**config.mk**
```make
export PLATFORM = sky130hd
export DESIGN_NAME = iron_idle_heat_mode_controller
export DESIGN_NICKNAME = d
export VERILOG_FILES = /design/src/hw/rtl/iihmc_pkg.sv /design/src/hw/rtl/iron_idle_heat_mode_controller.sv /design/src/hw/rtl/iihmc_cfg.sv /design/src/hw/rtl/iihmc_eval.sv
export SDC_FILE = /design/constraint.sdc
export NUM_CORES = 1
export LEC_CHECK = 0
export ABC_AREA = 1
export BUFFER_PORTS_ARGS = -buffer_cell sky130_fd_sc_hd__buf_2
export CORE_MARGIN = 3
export CORE_UTILIZATION = 49
export DETAILED_ROUTE_END_ITERATION = 8
export GPL_TIMING_DRIVEN = 0
export PLACE_DENSITY = 0.66
export SYNTH_ARGS = -nofsm -noshare
export SYNTH_HDL_FRONTEND = slang
export SYNTH_SLANG_ARGS = --single-unit
```
**constraint.sdc**
```tcl
create_clock -name clk -period 17.1 [get_ports clk]
set_clock_uncertainty 0.15 [all_clocks]
set_input_delay 3.42 -clock clk [delete_from_list [all_inputs] [get_ports clk]]
set_output_delay 3.42 -clock clk [all_outputs]
set_load 0.02 [all_outputs]
```
**src/hw/rtl/iihmc_pkg.sv**
```systemverilog
// shared types, codes and constants of the iron idle heat mode controller
package iihmc_pkg;

    localparam int unsigned TEMP_W     = 10;
    localparam int unsigned DUTY_W     = 16;
    localparam int unsigned SECONDS_W  = 16;
    localparam int unsigned TIME_W     = 32;
    localparam int unsigned DELAY_MS_W = 26;
    localparam int unsigned CFG_IDX_W  = 3;
    localparam int unsigned CFG_DATA_W = 16;

    localparam logic [DELAY_MS_W-1:0] MS_PER_SECOND  = DELAY_MS_W'(1000);
    localparam logic [TIME_W-1:0]     TIP_ABSENT_MS  = TIME_W'(2000);

    // configuration register indexes
    localparam logic [CFG_IDX_W-1:0] REG_TARGET_TEMP   = 3'd0;
    localparam logic [CFG_IDX_W-1:0] REG_SETBACK_TEMP  = 3'd1;
    localparam logic [CFG_IDX_W-1:0] REG_IDLE_THRESH   = 3'd2;
    localparam logic [CFG_IDX_W-1:0] REG_SETBACK_DELAY = 3'd3;
    localparam logic [CFG_IDX_W-1:0] REG_STANDBY_DELAY = 3'd4;

    typedef enum logic [1:0] {
        MODE_NORMAL  = 2'd0,
        MODE_SETBACK = 2'd1,
        MODE_STANDBY = 2'd2,
        MODE_ERROR   = 2'd3
    } mode_t;

    // code three is unused and behaves as an evaluation
    typedef enum logic [1:0] {
        OP_EVAL   = 2'd0,
        OP_TOGGLE = 2'd1,
        OP_ERROR  = 2'd2,
        OP_SPARE  = 2'd3
    } op_t;

    // live configuration, delays already scaled to milliseconds
    typedef struct packed {
        logic [TEMP_W-1:0]     target_temp;
        logic [TEMP_W-1:0]     setback_temp;
        logic [DUTY_W-1:0]     idle_thresh;
        logic [DELAY_MS_W-1:0] setback_ms;
        logic [DELAY_MS_W-1:0] standby_ms;
    } cfg_t;

    typedef struct packed {
        op_t               operation;
        logic [TIME_W-1:0] now_ms;
        logic              holder_open;
        logic              tip_present;
        logic [DUTY_W-1:0] duty_ch0;
        logic [DUTY_W-1:0] duty_ch1;
    } item_t;

    typedef struct packed {
        mode_t             mode;
        logic [TEMP_W-1:0] heat_target;
    } result_t;

endpackage

```
**src/hw/rtl/iron_idle_heat_mode_controller.sv**
```systemverilog
// top level: input register, evaluation, result register and configuration
//
//  channel  | handshake                  | beat contents
//  ---------+----------------------------+----------------------------------------------
//  in       | in_valid / in_stall        | operation, now_ms, holder_open, tip_present,
//           |                            | duty_ch0, duty_ch1
//  out      | out_valid / out_stall      | mode, heat_target
//  config   | cfg_write                  | cfg_index, cfg_data
//
//  one beat per cycle sustained while out_stall is low; a result follows its input beat
//  through the input register, then evaluation into the result register
//  reset clears mode to normal, all timers and the target to zero, config to zero
//  out_stall holds the result register and, once it is full, the input register;
//  in_stall rises only when the input register holds a beat that cannot move
module iron_idle_heat_mode_controller (
    input  logic                                 clk,
    input  logic                                 rst_n,
    input  logic                                 in_valid,
    output logic                                 in_stall,
    input  logic [1:0]                           operation,
    input  logic [iihmc_pkg::TIME_W-1:0]         now_ms,
    input  logic                                 holder_open,
    input  logic                                 tip_present,
    input  logic [iihmc_pkg::DUTY_W-1:0]         duty_ch0,
    input  logic [iihmc_pkg::DUTY_W-1:0]         duty_ch1,
    output logic                                 out_valid,
    input  logic                                 out_stall,
    output logic [1:0]                           mode,
    output logic [iihmc_pkg::TEMP_W-1:0]         heat_target,
    input  logic                                 cfg_write,
    input  logic [iihmc_pkg::CFG_IDX_W-1:0]      cfg_index,
    input  logic [iihmc_pkg::CFG_DATA_W-1:0]     cfg_data
);
    import iihmc_pkg::*;

    cfg_t    cfg;
    item_t   item_reg;
    item_t   item_next;
    logic    in_valid_reg, in_valid_next;
    result_t res;
    result_t out_reg;
    logic    out_valid_reg, out_valid_next;
    logic    step;
    logic    in_take;

    // result register frees up when empty or taken this cycle
    assign step     = in_valid_reg && (!out_valid_reg || !out_stall);
    assign in_stall = in_valid_reg && !step;
    assign in_take  = in_valid && !in_stall;

    assign item_next.operation   = op_t'(operation);
    assign item_next.now_ms      = now_ms;
    assign item_next.holder_open = holder_open;
    assign item_next.tip_present = tip_present;
    assign item_next.duty_ch0    = duty_ch0;
    assign item_next.duty_ch1    = duty_ch1;

    assign in_valid_next  = in_take || (in_valid_reg && !step);
    assign out_valid_next = step || (out_valid_reg && out_stall);

    iihmc_cfg u_cfg (
        .clk       (clk),
        .rst_n     (rst_n),
        .cfg_write (cfg_write),
        .cfg_index (cfg_index),
        .cfg_data  (cfg_data),
        .cfg       (cfg)
    );

    iihmc_eval u_eval (
        .clk   (clk),
        .rst_n (rst_n),
        .step  (step),
        .item  (item_reg),
        .cfg   (cfg),
        .res   (res)
    );

    // valid flags
    always_ff @(posedge clk or negedge rst_n)
    begin
        if (!rst_n)
        begin
            in_valid_reg  <= 1'b0;
            out_valid_reg <= 1'b0;
        end
        else
        begin
            in_valid_reg  <= in_valid_next;
            out_valid_reg <= out_valid_next;
        end
    end

    // payload registers
    always_ff @(posedge clk)
    begin
        if (in_take)
        begin
            item_reg <= item_next;
        end
        if (step)
        begin
            out_reg <= res;
        end
    end

    assign out_valid   = out_valid_reg;
    assign mode        = out_reg.mode;
    assign heat_target = out_reg.heat_target;

    // a beat is never evaluated into a full, stalled result register
    a_no_overwrite: assert property (@(posedge clk) disable iff (!rst_n)
        (out_valid_reg && out_stall) |-> !step)
        else $error("result overwritten while stalled");

    // every evaluated beat shows up as a result next cycle
    a_step_out: assert property (@(posedge clk) disable iff (!rst_n)
        step |=> out_valid_reg)
        else $error("evaluated beat lost");

    // input side only stalls while holding a beat
    a_stall_cause: assert property (@(posedge clk) disable iff (!rst_n)
        in_stall |-> (in_valid_reg && out_valid_reg && out_stall))
        else $error("input stalled without cause");

endmodule

```
**src/hw/rtl/iihmc_cfg.sv**
```systemverilog
// configuration register file, delays converted to milliseconds on write
module iihmc_cfg (
    input  logic                                 clk,
    input  logic                                 rst_n,
    input  logic                                 cfg_write,
    input  logic [iihmc_pkg::CFG_IDX_W-1:0]      cfg_index,
    input  logic [iihmc_pkg::CFG_DATA_W-1:0]     cfg_data,
    output iihmc_pkg::cfg_t                      cfg
);
    import iihmc_pkg::*;

    cfg_t                  cfg_reg;
    cfg_t                  cfg_next;
    logic [DELAY_MS_W-1:0] delay_ms;

    // seconds to milliseconds, one small constant multiply
    assign delay_ms = DELAY_MS_W'(cfg_data[SECONDS_W-1:0]) * MS_PER_SECOND;

    // register write decode
    always_comb
    begin
        cfg_next = cfg_reg;
        if (cfg_write)
        begin
            unique case (cfg_index)
                REG_TARGET_TEMP:   cfg_next.target_temp  = cfg_data[TEMP_W-1:0];
                REG_SETBACK_TEMP:  cfg_next.setback_temp = cfg_data[TEMP_W-1:0];
                REG_IDLE_THRESH:   cfg_next.idle_thresh  = cfg_data[DUTY_W-1:0];
                REG_SETBACK_DELAY: cfg_next.setback_ms   = delay_ms;
                REG_STANDBY_DELAY: cfg_next.standby_ms   = delay_ms;
                default:           cfg_next = cfg_reg;
            endcase
        end
    end

    always_ff @(posedge clk or negedge rst_n)
    begin
        if (!rst_n)
        begin
            cfg_reg <= '0;
        end
        else
        begin
            cfg_reg <= cfg_next;
        end
    end

    assign cfg = cfg_reg;

endmodule

```
**src/hw/rtl/iihmc_eval.sv**
```systemverilog
// mode state registers and the single-pass evaluation of one beat
module iihmc_eval (
    input  logic               clk,
    input  logic               rst_n,
    input  logic               step,
    input  iihmc_pkg::item_t   item,
    input  iihmc_pkg::cfg_t    cfg,
    output iihmc_pkg::result_t res
);
    import iihmc_pkg::*;

    mode_t             mode_reg, mode_next;
    mode_t             last_eval_reg, last_eval_next;
    logic              last_holder_reg, last_holder_next;
    logic [TIME_W-1:0] idle_reg, idle_next;
    logic [TIME_W-1:0] tip_seen_reg, tip_seen_next;
    logic              armed_reg, armed_next;
    logic [TEMP_W-1:0] target_reg, target_next;

    logic              in_use;
    logic [TIME_W-1:0] idle_age;
    logic [TIME_W-1:0] tip_age;
    logic              setback_due;
    logic              standby_due;
    logic              is_eval;

    // idle refresh and elapsed times, all modulo 2^32
    assign in_use   = item.holder_open &&
                      (item.duty_ch0 >= cfg.idle_thresh || item.duty_ch1 >= cfg.idle_thresh);
    assign idle_age = item.now_ms - (in_use ? item.now_ms : idle_reg);
    assign tip_age  = item.now_ms - tip_seen_reg;
    assign is_eval  = (item.operation == OP_EVAL) || (item.operation == OP_SPARE);

    assign setback_due = (cfg.setback_ms != '0) && (mode_reg == MODE_NORMAL) &&
                         (idle_age >= TIME_W'(cfg.setback_ms));
    assign standby_due = (cfg.standby_ms != '0) &&
                         (mode_reg == MODE_NORMAL || mode_reg == MODE_SETBACK) &&
                         (idle_age >= TIME_W'(cfg.standby_ms));

    // next state for one beat
    always_comb
    begin
        mode_next        = mode_reg;
        last_eval_next   = last_eval_reg;
        last_holder_next = last_holder_reg;
        idle_next        = idle_reg;
        tip_seen_next    = tip_seen_reg;
        armed_next       = armed_reg;
        target_next      = target_reg;

        unique case (item.operation)
            OP_TOGGLE:
            begin
                idle_next = item.now_ms;
                mode_next = (mode_reg == MODE_NORMAL) ? MODE_STANDBY : MODE_NORMAL;
            end
            OP_ERROR:
            begin
                mode_next = MODE_ERROR;
            end
            OP_EVAL, OP_SPARE:
            begin
                if (in_use)
                begin
                    idle_next = item.now_ms;
                end
                if (item.tip_present)
                begin
                    tip_seen_next = item.now_ms;
                    armed_next    = 1'b1;
                end

                // mode decision
                if (mode_reg != MODE_ERROR)
                begin
                    if (item.tip_present)
                    begin
                        priority if (setback_due)
                        begin
                            mode_next = MODE_SETBACK;
                        end
                        else if (standby_due)
                        begin
                            mode_next = MODE_STANDBY;
                        end
                        else
                        begin
                            mode_next = mode_reg;
                        end
                        if (item.holder_open && !last_holder_reg)
                        begin
                            mode_next = MODE_NORMAL;
                        end
                    end
                    else
                    begin
                        idle_next = item.now_ms;
                    end
                end
                else if (!item.tip_present && armed_reg && tip_age >= TIP_ABSENT_MS)
                begin
                    mode_next = MODE_STANDBY;
                end

                // target follows a mode change
                if (mode_next != last_eval_reg)
                begin
                    unique case (mode_next)
                        MODE_NORMAL:
                        begin
                            idle_next   = item.now_ms;
                            target_next = cfg.target_temp;
                        end
                        MODE_SETBACK:
                        begin
                            if (cfg.setback_temp < target_reg)
                            begin
                                target_next = cfg.setback_temp;
                            end
                        end
                        MODE_STANDBY, MODE_ERROR:
                        begin
                            target_next = '0;
                        end
                    endcase
                end

                last_holder_next = item.holder_open;
                last_eval_next   = mode_next;
            end
        endcase
    end

    always_ff @(posedge clk or negedge rst_n)
    begin
        if (!rst_n)
        begin
            mode_reg        <= MODE_NORMAL;
            last_eval_reg   <= MODE_NORMAL;
            last_holder_reg <= 1'b0;
            idle_reg        <= '0;
            tip_seen_reg    <= '0;
            armed_reg       <= 1'b0;
            target_reg      <= '0;
        end
        else if (step)
        begin
            mode_reg        <= mode_next;
            last_eval_reg   <= last_eval_next;
            last_holder_reg <= last_holder_next;
            idle_reg        <= idle_next;
            tip_seen_reg    <= tip_seen_next;
            armed_reg       <= armed_next;
            target_reg      <= target_next;
        end
    end

    assign res.mode        = mode_next;
    assign res.heat_target = target_next;

    // an error report always lands in error mode
    a_error_mode: assert property (@(posedge clk) disable iff (!rst_n)
        (step && item.operation == OP_ERROR) |=> (mode_reg == MODE_ERROR))
        else $error("error report did not enter error mode");

    // a toggle restarts the idle timer
    a_toggle_idle: assert property (@(posedge clk) disable iff (!rst_n)
        (step && item.operation == OP_TOGGLE) |=> (idle_reg == $past(item.now_ms)))
        else $error("toggle did not restart idle timer");

    // heater off once an evaluation settles in standby or error
    a_off_target: assert property (@(posedge clk) disable iff (!rst_n)
        (step && is_eval && (mode_next == MODE_STANDBY || mode_next == MODE_ERROR))
        |=> (target_reg == '0))
        else $error("heat target not zero in standby or error");

    // an evaluation records the mode it settled on
    a_last_eval: assert property (@(posedge clk) disable iff (!rst_n)
        (step && is_eval) |=> (last_eval_reg == mode_reg))
        else $error("evaluated mode not recorded");

endmodule
```
# After elaboration in Yosys (flattened, before gate mapping)
# Index checks and enable logic that the tools add are counted.
[totals]
register_bits = 244
out_inout_bits = 14
word_cells = 103
[op_classes]
n_addsub = 2
multipliers = 1
n_lt_le_gt_ge = 6
eq_ne = 13
mux = 19
reduce_logical = 40
[op_table]
columns = ["op", "n"]
rows = [
  ["$mux 32", 5],
  ["$ge 32x26->1", 2],
  ["$pmux 32 s2", 1],
  ["$sub 32x32->32", 2],
  ["$reduce_bool 26->1", 2],
  ["$ge 16x16->1", 2],
  ["$ge 32x11->1 const B", 1],
  ["$mux 10", 3],
  ["$pmux 10 s3", 1],
  ["$mul 16x7->23 const B", 1],
  ["$mux 2", 8],
  ["$reduce_and 2->1", 7],
  ["$logic_and 1x1->1", 12],
  ["$lt 10x10->1", 1],
  ["$eq 2x2->1 const B", 4],
  ["$eq 2x1->1 const B", 3],
  ["$eq 3x2->1 const B", 2],
  ["$logic_not 1->1", 6],
  ["$logic_not 2->1", 3],
  ["$pmux 2 s3", 1],
  ["$logic_or 1x1->1", 5],
  ["$reduce_or 2->1", 2],
  ["$eq 3x1->1 const B", 1],
  ["$eq 3x3->1 const B", 1],
  ["other kinds (5)", 5],
]

# Longest topological paths before layout
# Gate-level depths: netlist (run 1).
[depth]
word_depth = 18
depth_mapped = 51
depth_no_buf = 50

# Cells and area by module
# A second synthesis (run 1) with hierarchy kept.
[hier_totals]
hier_cells = 2428
hier_area_um2 = 19037.0
[by_module_without_submodules]
columns = ["mod", "n_inst", "cells_each", "area_each_um2", "seq_area_each_um2"]
rows = [
  ["iihmc_eval", 1, 1642, 10525.1, 2001.9],
  ["iihmc_cfg", 1, 694, 6014.5, 2052.0],
  ["iron_idle_heat_mode_controller", 1, 92, 2497.4, 2452.4],
]

# Worst setup path after synthesis (run 1)
# Ideal clock, no wire load.
[synth_path]
path_type = "input to register"
from = "in cfg_data[0] (netlist bit)"
to = "reg u_cfg.cfg_reg, in the netlist u_cfg.cfg[24]"
arrival_ns = 7.925
t_required_ns = 16.814
path_slack_ns = 8.889
path_stages = 24
path_buffers = 0
path_cell_list = "fa_1 inv_1 fa_1 fa_1 inv_1 fa_1 ha_1 a21oi_1 nand2_1 nand2_1 o311ai_0 a21oi_1 o21bai_1 a21oi_1 o21bai_1 a21o_1 a21oi_1 inv_1 a21oi_1 o21bai_1 a21o_1 a21oi_1 xor2_1 o21ai_0"
[synth_between]
elab_chain_len = 1
[synth_lines]
columns = ["element", "line", "rtl"]
rows = [
  ["from (decl)", "iron_idle_heat_mode_controller.sv:32", "input logic [iihmc_pkg::CFG_DATA_W-1:0] cfg_data"],
  ["$mul 16x7->23", "iihmc_cfg.sv:17", "assign delay_ms = DELAY_MS_W'(cfg_data[SECONDS_W-1:0]) * MS_PER_SECOND;"],
  ["to (signal assigned)", "iihmc_cfg.sv:44", "cfg_reg <= cfg_next;"],
  ["to (decl)", "iihmc_cfg.sv:12", "cfg_t cfg_reg;"],
]
# No other way between the ends.
# A chain may end at the register's enable or synchronous reset.

# Final worst setup path (run 1)
[layout_path]
from = "in cfg_data[0] (netlist bit)"
to = "reg u_cfg.cfg_reg, in the netlist u_cfg.cfg[50]"
# The elaborated chain is that of the path after synthesis.

==> qor.yml, run 1 <==
outcome:
  outcome: "completed"
floorplan:
  core-area_um2: 36600
  rows: 70
  die_h_um: 199
  start_util_pct: 49.8
  die_w_um: 199
  ioPinCount: 106
  dieArea_um2: 39600
power_and_ir_drop:
  p_leak_nw: 10.1
  peakVddDrop_mv: 0.0844
  powerDensity_nw_per_um2: 157
finish:
  fin_util_pct: 55.4
  num-fill-cells: 3465
  drive_gt1_share_pct: 7.99
  diodes: 0
  nets: 2731
  multi_input_area_um2: 10300
  regArea_um2: 6510
  largest_reg_flops: 82
  finalNonFillerCells: 2871
  synthToLayoutAreaGrowth_pct: 11.3
critical_path:
  rr_worst_depth: 45
  crit_path_max_incr_delay_ns: 0.56
  crit_family: "adder cells"
  cp_num_buf_inv: 4
  criticalPathCategory: "in -> reg"
  cp_max_fo: 5
  cp.required_ns: 17.38
  endpoint_kind: "flop"
  cpMostUsedCell: "a21oi_1"
  cp-start-kind: "input port"
  regToRegSetupSlack_ns: 9.91
  r2r-start: "u_cfg.cfg[55]"
  crit_arrival_ns: 8.64
  cp-startpoint: "cfg_data[0]"
  crit_slowest_cell: "fa_1"
  reg2reg_to: "u_eval.idle_reg[16]"
global_routing:
  track_usage_pct: 24.1
  first_global_vias: 15400
  grt_max_degree: 88
  antenna_found_initial: 2
  grt_pass1_wl_um: 76600
  grt-ovfl-total: 0
sta:
  min_period_over_period_pct: 48.9
  rsz0062_at_grt: "false"
  finalHoldViolCount: 0
  setup_tns_ns: 0
  slew_headroom_pct: 34.2
  finalCriticalPeriod_ns: 8.37
  fmax_ghz: 0.120
  fin_ws_ns: 8.73
  report.final.slew_viol_count: 0
  tightest_slew_ns: 0.987
  setup_violations: 0
drt:
  ant_nets: 0
  routed_wl_um: 47300
  drc_errors: 0
  dr.first_iter.drc_count: 825
  vias_per_cell: 5.37
  drt_pass1_iterations: 6
  vias: 15400
  avgRoutedWirePerCell_um: 16.5
synth:
  yosys.area.top_type_share_pct: 22.5
  yosysWarnings: 0
  yosys-top-cells-area: "dfrtp_1 (23%), ha_1 (14%), edfxtp_1 (13%)"
  yosysUniqueCellTypes: 56
  seq_area_frac_synth_pct: 35.7
  syn-num-nets: 2594
  ys_ff_latch: 244
  synth_area_um2: 18200
  avgSynthCellArea_um2: 8.12
  synthMostInstantiatedCell: "nand2_1"
  synthFlopType: "dfrtp_1"
  synth_common_cells: "nand2_1 (548), inv_1 (311), ha_1 (199)"
  synth_top_area_cell: "dfrtp_1"
  synthArstFlopShare_pct: 67.2
  netlist_instances: 2247
  synth-edff-count: 80
min_path:
  min_from: "u_eval.armed_reg"
  min_path_cells: 2
  hold_class: "reg -> reg"
  holdPathEnd: "u_eval.armed_reg"
placement:
  dp_worst_setup_slack_ns: 8.16
  gp_congestion: 0.969
  numPortBuffers: 105
  dp_hpwl_um: 38200
  dp_cells: 2822
cts:
  insertion_delay_ns: 0.58
  path_clk_slew_ns: 0.06
  htreeDepth: 1
  post-cts-setup-buffers: 0
  cts_tree: "yes"
  cts_root_buf: "clkbuf_16"
  clk_path_buf_depth: 3
  numCtsBuffers: 28
  cts-hold-fix-buffers: 0
  post_cts_resized: 0
  clkSinkCount: 244
flow_run:
  drv_cap: 0
-- placed cells by master, fill, tap and decap left out, types with 50 or more instances in the layout --
cell | netlist | routed
nand2_1 | 548 | 548
inv_1 | 311 | 310
ha_1 | 199 | 199
o21ai_0 | 196 | 196
dfrtp_1 | 164 | 164
a21oi_1 | 140 | 140
nor2_1 | 121 | 121
nand3_1 | 121 | 121
buf_2 | 6 | 110
edfxtp_1 | 80 | 80
fa_1 | 56 | 56
clkbuf_1 | 41 | 50
-- report_power, final --
part	internal (W)	switching [W]	total, W
registers	0.000753	0.0000928	0.000845
logic	0.000662	0.00110	0.00177
clock network	0.000336	0.000248	0.000584
total	0.00175	0.00145	0.00320
-- kinds of logic after synthesis --
| group | count (synthesis) | synth area share (%) |
|---|---|---|
| AO/OA/AOI/OAI | 406 | 12.2 |
| XOR/XNOR | 68 | 3.27 |
| adder cells (fa/ha/maj) | 255 | 19.8 |
| buffers and inverters | 372 | 7.88 |
| flip-flops | 244 | 35.7 |
| multiplexers | 2 | 0.110 |
| AND/OR/NAND/NOR | 900 | 21.0 |
-- worst max path at each step --
stage / depth (start not counted) / end
6_report: 25 / u_cfg.cfg[50]
5_1_grt: 27 / u_cfg.cfg[51]
4_1_cts: 25 / u_cfg.cfg[50]
3_5_place_dp: 25 / u_cfg.cfg[50]
3_3_place_gp: 25 / u_cfg.cfg[24]
2_1_floorplan: 24 / u_cfg.cfg[24]
-- per-layer routing --
layer  track usage [%]  routed length, um
met5                 0                 27
met4              9.37               2020
met3              3.34               1930
met2              42.7              23100
met1              30.0              20300
-- metrics by stage --
step,total power [W],cell area (um2),hold WS (ns)
after CTS,0.00321,20300,0.306
final,0.00320,20300,0.308
after global placement,0.00255,19300,0.289
after global routing,0.00352,20300,0.349
after floorplan,0.00214,18200,0.273
after detailed placement,0.00261,19400,0.292
-- worst register-to-register path, delay by kind of cell, from the launching register on --
family	cells	cell delay, ns
and+or+nand+nor	25	2.50
AOI/OAI and AO/OA	8	1.56
buffers and inverters	8	1.36
adders and majority gates	3	1.00
DFF	1	0.35
xor gates and xnor gates	1	0.14
-- layout make-up --
cell class / count / area share (%)
well taps: 468 / 2.88
clock buffers: 40 / 3.88
repair buffers: 107 / 2.87
flip-flops and latches: 244 / 32.1
inverters: 316 / 5.84
clock inverters: 9 / 0.512
multi-input cells: 1631 / 50.7
plain buffers: 56 / 1.24
Note: power is estimated with default switching activity, not from simulation.
==> inputs of run 2 (changes only) <==
==> constraint.sdc (replaced) <==
create_clock -name clk -period 7.79 [get_ports clk]
set_clock_uncertainty 0.15 [all_clocks]
set_input_delay 1.558 -clock clk [delete_from_list [all_inputs] [get_ports clk]]
set_output_delay 1.558 -clock clk [all_outputs]
set_load 0.02 [all_outputs]
==> run 2 against run 1 <==
Compared with the run above:
- sequential power up 120%
- die area unchanged
- flip-flop and latch count unchanged
- final area hardly changed
- power rose by 120%
- worst setup slack worse by 8.0 ns
- clock power increased by 120%
- global-route usage unchanged
- register-to-register slack worse by 9.2 ns
- largest cell class unchanged
- largest power group unchanged
==> qor.yml, run 2 (synthesized netlist as in run 1, its figures left out) <==
outcome:
  outcome: "completed"
floorplan:
  rows: 70  # unchanged
  start_util_pct: 49.8  # unchanged
  core-area_um2: 36600  # unchanged
  dieArea_um2: 39600  # unchanged
  ioPinCount: 106  # unchanged
  die_w_um: 199  # unchanged
  die_h_um: 199  # unchanged
critical_path:
  cp-endpoint: "u_eval.idle_reg[12]"
  cpMostUsedCell: "nand2_1"
  r2r-start: "u_cfg.cfg[55]"
  cp.required_ns: 8.09  # -9.29 ns
  endpoint_kind: "flop"
  cp_max_fo: 10  # +5
  crit_slowest_cell: "ha_1"
  regToRegSetupSlack_ns: 0.73  # -9.18 ns
  rr_worst_depth: 44  # -2.2%
  crit_arrival_ns: 7.35  # -1.29 ns
  cp-start-kind: "flop"
  criticalPathCategory: "reg -> reg"
  crit_path_max_incr_delay_ns: 0.38  # -0.18 ns
  reg2reg_to: "u_eval.idle_reg[12]"
  cp-startpoint: "u_cfg.cfg[55]"
finish:
  nets: 2731  # unchanged
  synthToLayoutAreaGrowth_pct: 11.3  # about the same
  drive_gt1_share_pct: 8.03  # +0.042 points
  final_common_cell: "nand2_1"
  largest_reg_flops: 82  # unchanged
  diodes: 0  # unchanged
  num-fill-cells: 3465  # unchanged
  final_cell_mix: "nand2_1 (548), inv_1 (310), ha_1 (199)"
placement:
  dp_worst_setup_slack_ns: 0.697  # -7.46 ns
  gp_congestion: 0.969  # unchanged
  numPortBuffers: 105  # unchanged
  dp_hpwl_um: 38200  # unchanged
power_and_ir_drop:
  peakVddDrop_mv: 0.185  # +120%
  powerDensity_nw_per_um2: 346  # +120%
  p_leak_nw: 10.1  # about the same
drt:
  routed_wl_um: 47300  # -0.12%
  ant_nets: 0  # unchanged
  drt_pass1_iterations: 5  # -1
  avgRoutedWirePerCell_um: 16.5  # -0.12%
  drc_errors: 0  # unchanged
  vias_per_cell: 5.37  # about the same
  vias: 15400  # -0.013%
  dr.first_iter.drc_count: 816  # -1.1%
cts:
  post-cts-setup-buffers: 0  # unchanged
  clkSinkCount: 244  # unchanged
  clk_path_buf_depth: 3  # unchanged
  numCtsBuffers: 28  # unchanged
  path_clk_slew_ns: 0.06  # about the same
  htreeDepth: 1  # unchanged
  cts_tree: "yes"
  insertion_delay_ns: 0.58  # about the same
  cts_root_buf: "clkbuf_16"
global_routing:
  first_global_vias: 15400  # unchanged
  grt-ovfl-total: 0  # unchanged
  grt_max_degree: 88  # unchanged
  track_usage_pct: 24.1  # unchanged
  antenna_found_initial: 2  # unchanged
  grt_pass1_wl_um: 76600  # unchanged
min_path:
  min_path_cells: 2  # unchanged
  hold_class: "reg -> reg"
sta:
  finalHoldViolCount: 0  # unchanged
  min_period_over_period_pct: 90.6
  setup_violations: 0  # unchanged
  setup_tns_ns: 0  # unchanged
  report.final.slew_viol_count: 0  # unchanged
  slew_headroom_pct: 34.2  # unchanged
  fin_ws_ns: 0.732  # -8.00 ns
  rsz0062_at_grt: "false"
  tightest_slew_ns: 0.987  # unchanged
  finalCriticalPeriod_ns: 7.06
  fmax_ghz: 0.142
flow_run:
  drv_cap: 0  # unchanged
[run 2: cell count changes in the layout (fill, tap and decap cells not counted)]
cell,previous run,this run
o21ai_1,6,7
o21ai_0,196,195
clkinv_1,3,2
clkinvlp_4,2,3
[run 2: timing repair]
action | in CTS | in global routing
hold buffers | 0 | 0
endpoints found under the hold margin | 0 | 0
resized for setup | 0 | 2
setup endpoints to repair | 0 | 31
[run 2: layout make-up]
cell class              count  area (um2)  area share [%]
plain buffers              56         251            1.24
clock buffers              40         787            3.88
clock inverters             9         104           0.512
inverters                 316        1190            5.86
multi-input cells        1631       10300            50.7
flip-flops and latches    244        6510            32.0
well taps                 468         586            2.88
repair buffers            107         583            2.87
[run 2: how the worst min path moves through the flow]
stage,from,endpoint
final,u_eval.armed_reg,u_eval.armed_reg
after detailed placement,u_eval.armed_reg,u_eval.armed_reg
after global placement,u_eval.armed_reg,u_eval.armed_reg
after CTS,u_eval.armed_reg,u_eval.armed_reg
after floorplan,u_eval.armed_reg,u_eval.armed_reg
after global routing,u_eval.armed_reg,u_eval.armed_reg
[run 2: layer usage]
metal	GRT usage, %	vias to the layer above	wire length, um
li1	-	7719	-
met1	30.0	7223	20200
met2	42.7	345	23100
met3	3.34	113	1930
met4	9.37	4	2030
met5	0	-	27
[run 2: per-stage QoR]
step / cells / hold WS, ns / total power [W] / utilization (%) / area [um2]
after global routing: 2871 / 0.349 / 0.00772 / 55.5 / 20300
final: 2871 / 0.307 / 0.00702 / 55.5 / 20300
after floorplan: 2247 / 0.273 / 0.00469 / - / 18200
after detailed placement: 2822 / 0.292 / 0.00572 / 53.0 / 19400
after CTS: 2871 / 0.306 / 0.00704 / 55.4 / 20300
after global placement: 2820 / 0.289 / 0.00560 / 52.9 / 19300
[run 2: critical path: cells and delay by family, from the launching register on]
kind            cells  cell delay, ns
simple gates       25            2.50
compound gates      9            1.58
buf+inv             6            1.14
fa+ha+maj           3            1.03
flops               1            0.35
xor+xnor            1            0.14
[run 2: report_power, final]
part / switching, W / leakage [nW] / internal, W / total [W]
Combinational: 0.00242 / 6.89 / 0.00145 / 0.00388
Sequential: 0.000204 / 2.80 / 0.00165 / 0.00186
Clock: 0.000544 / 0.428 / 0.000737 / 0.00128
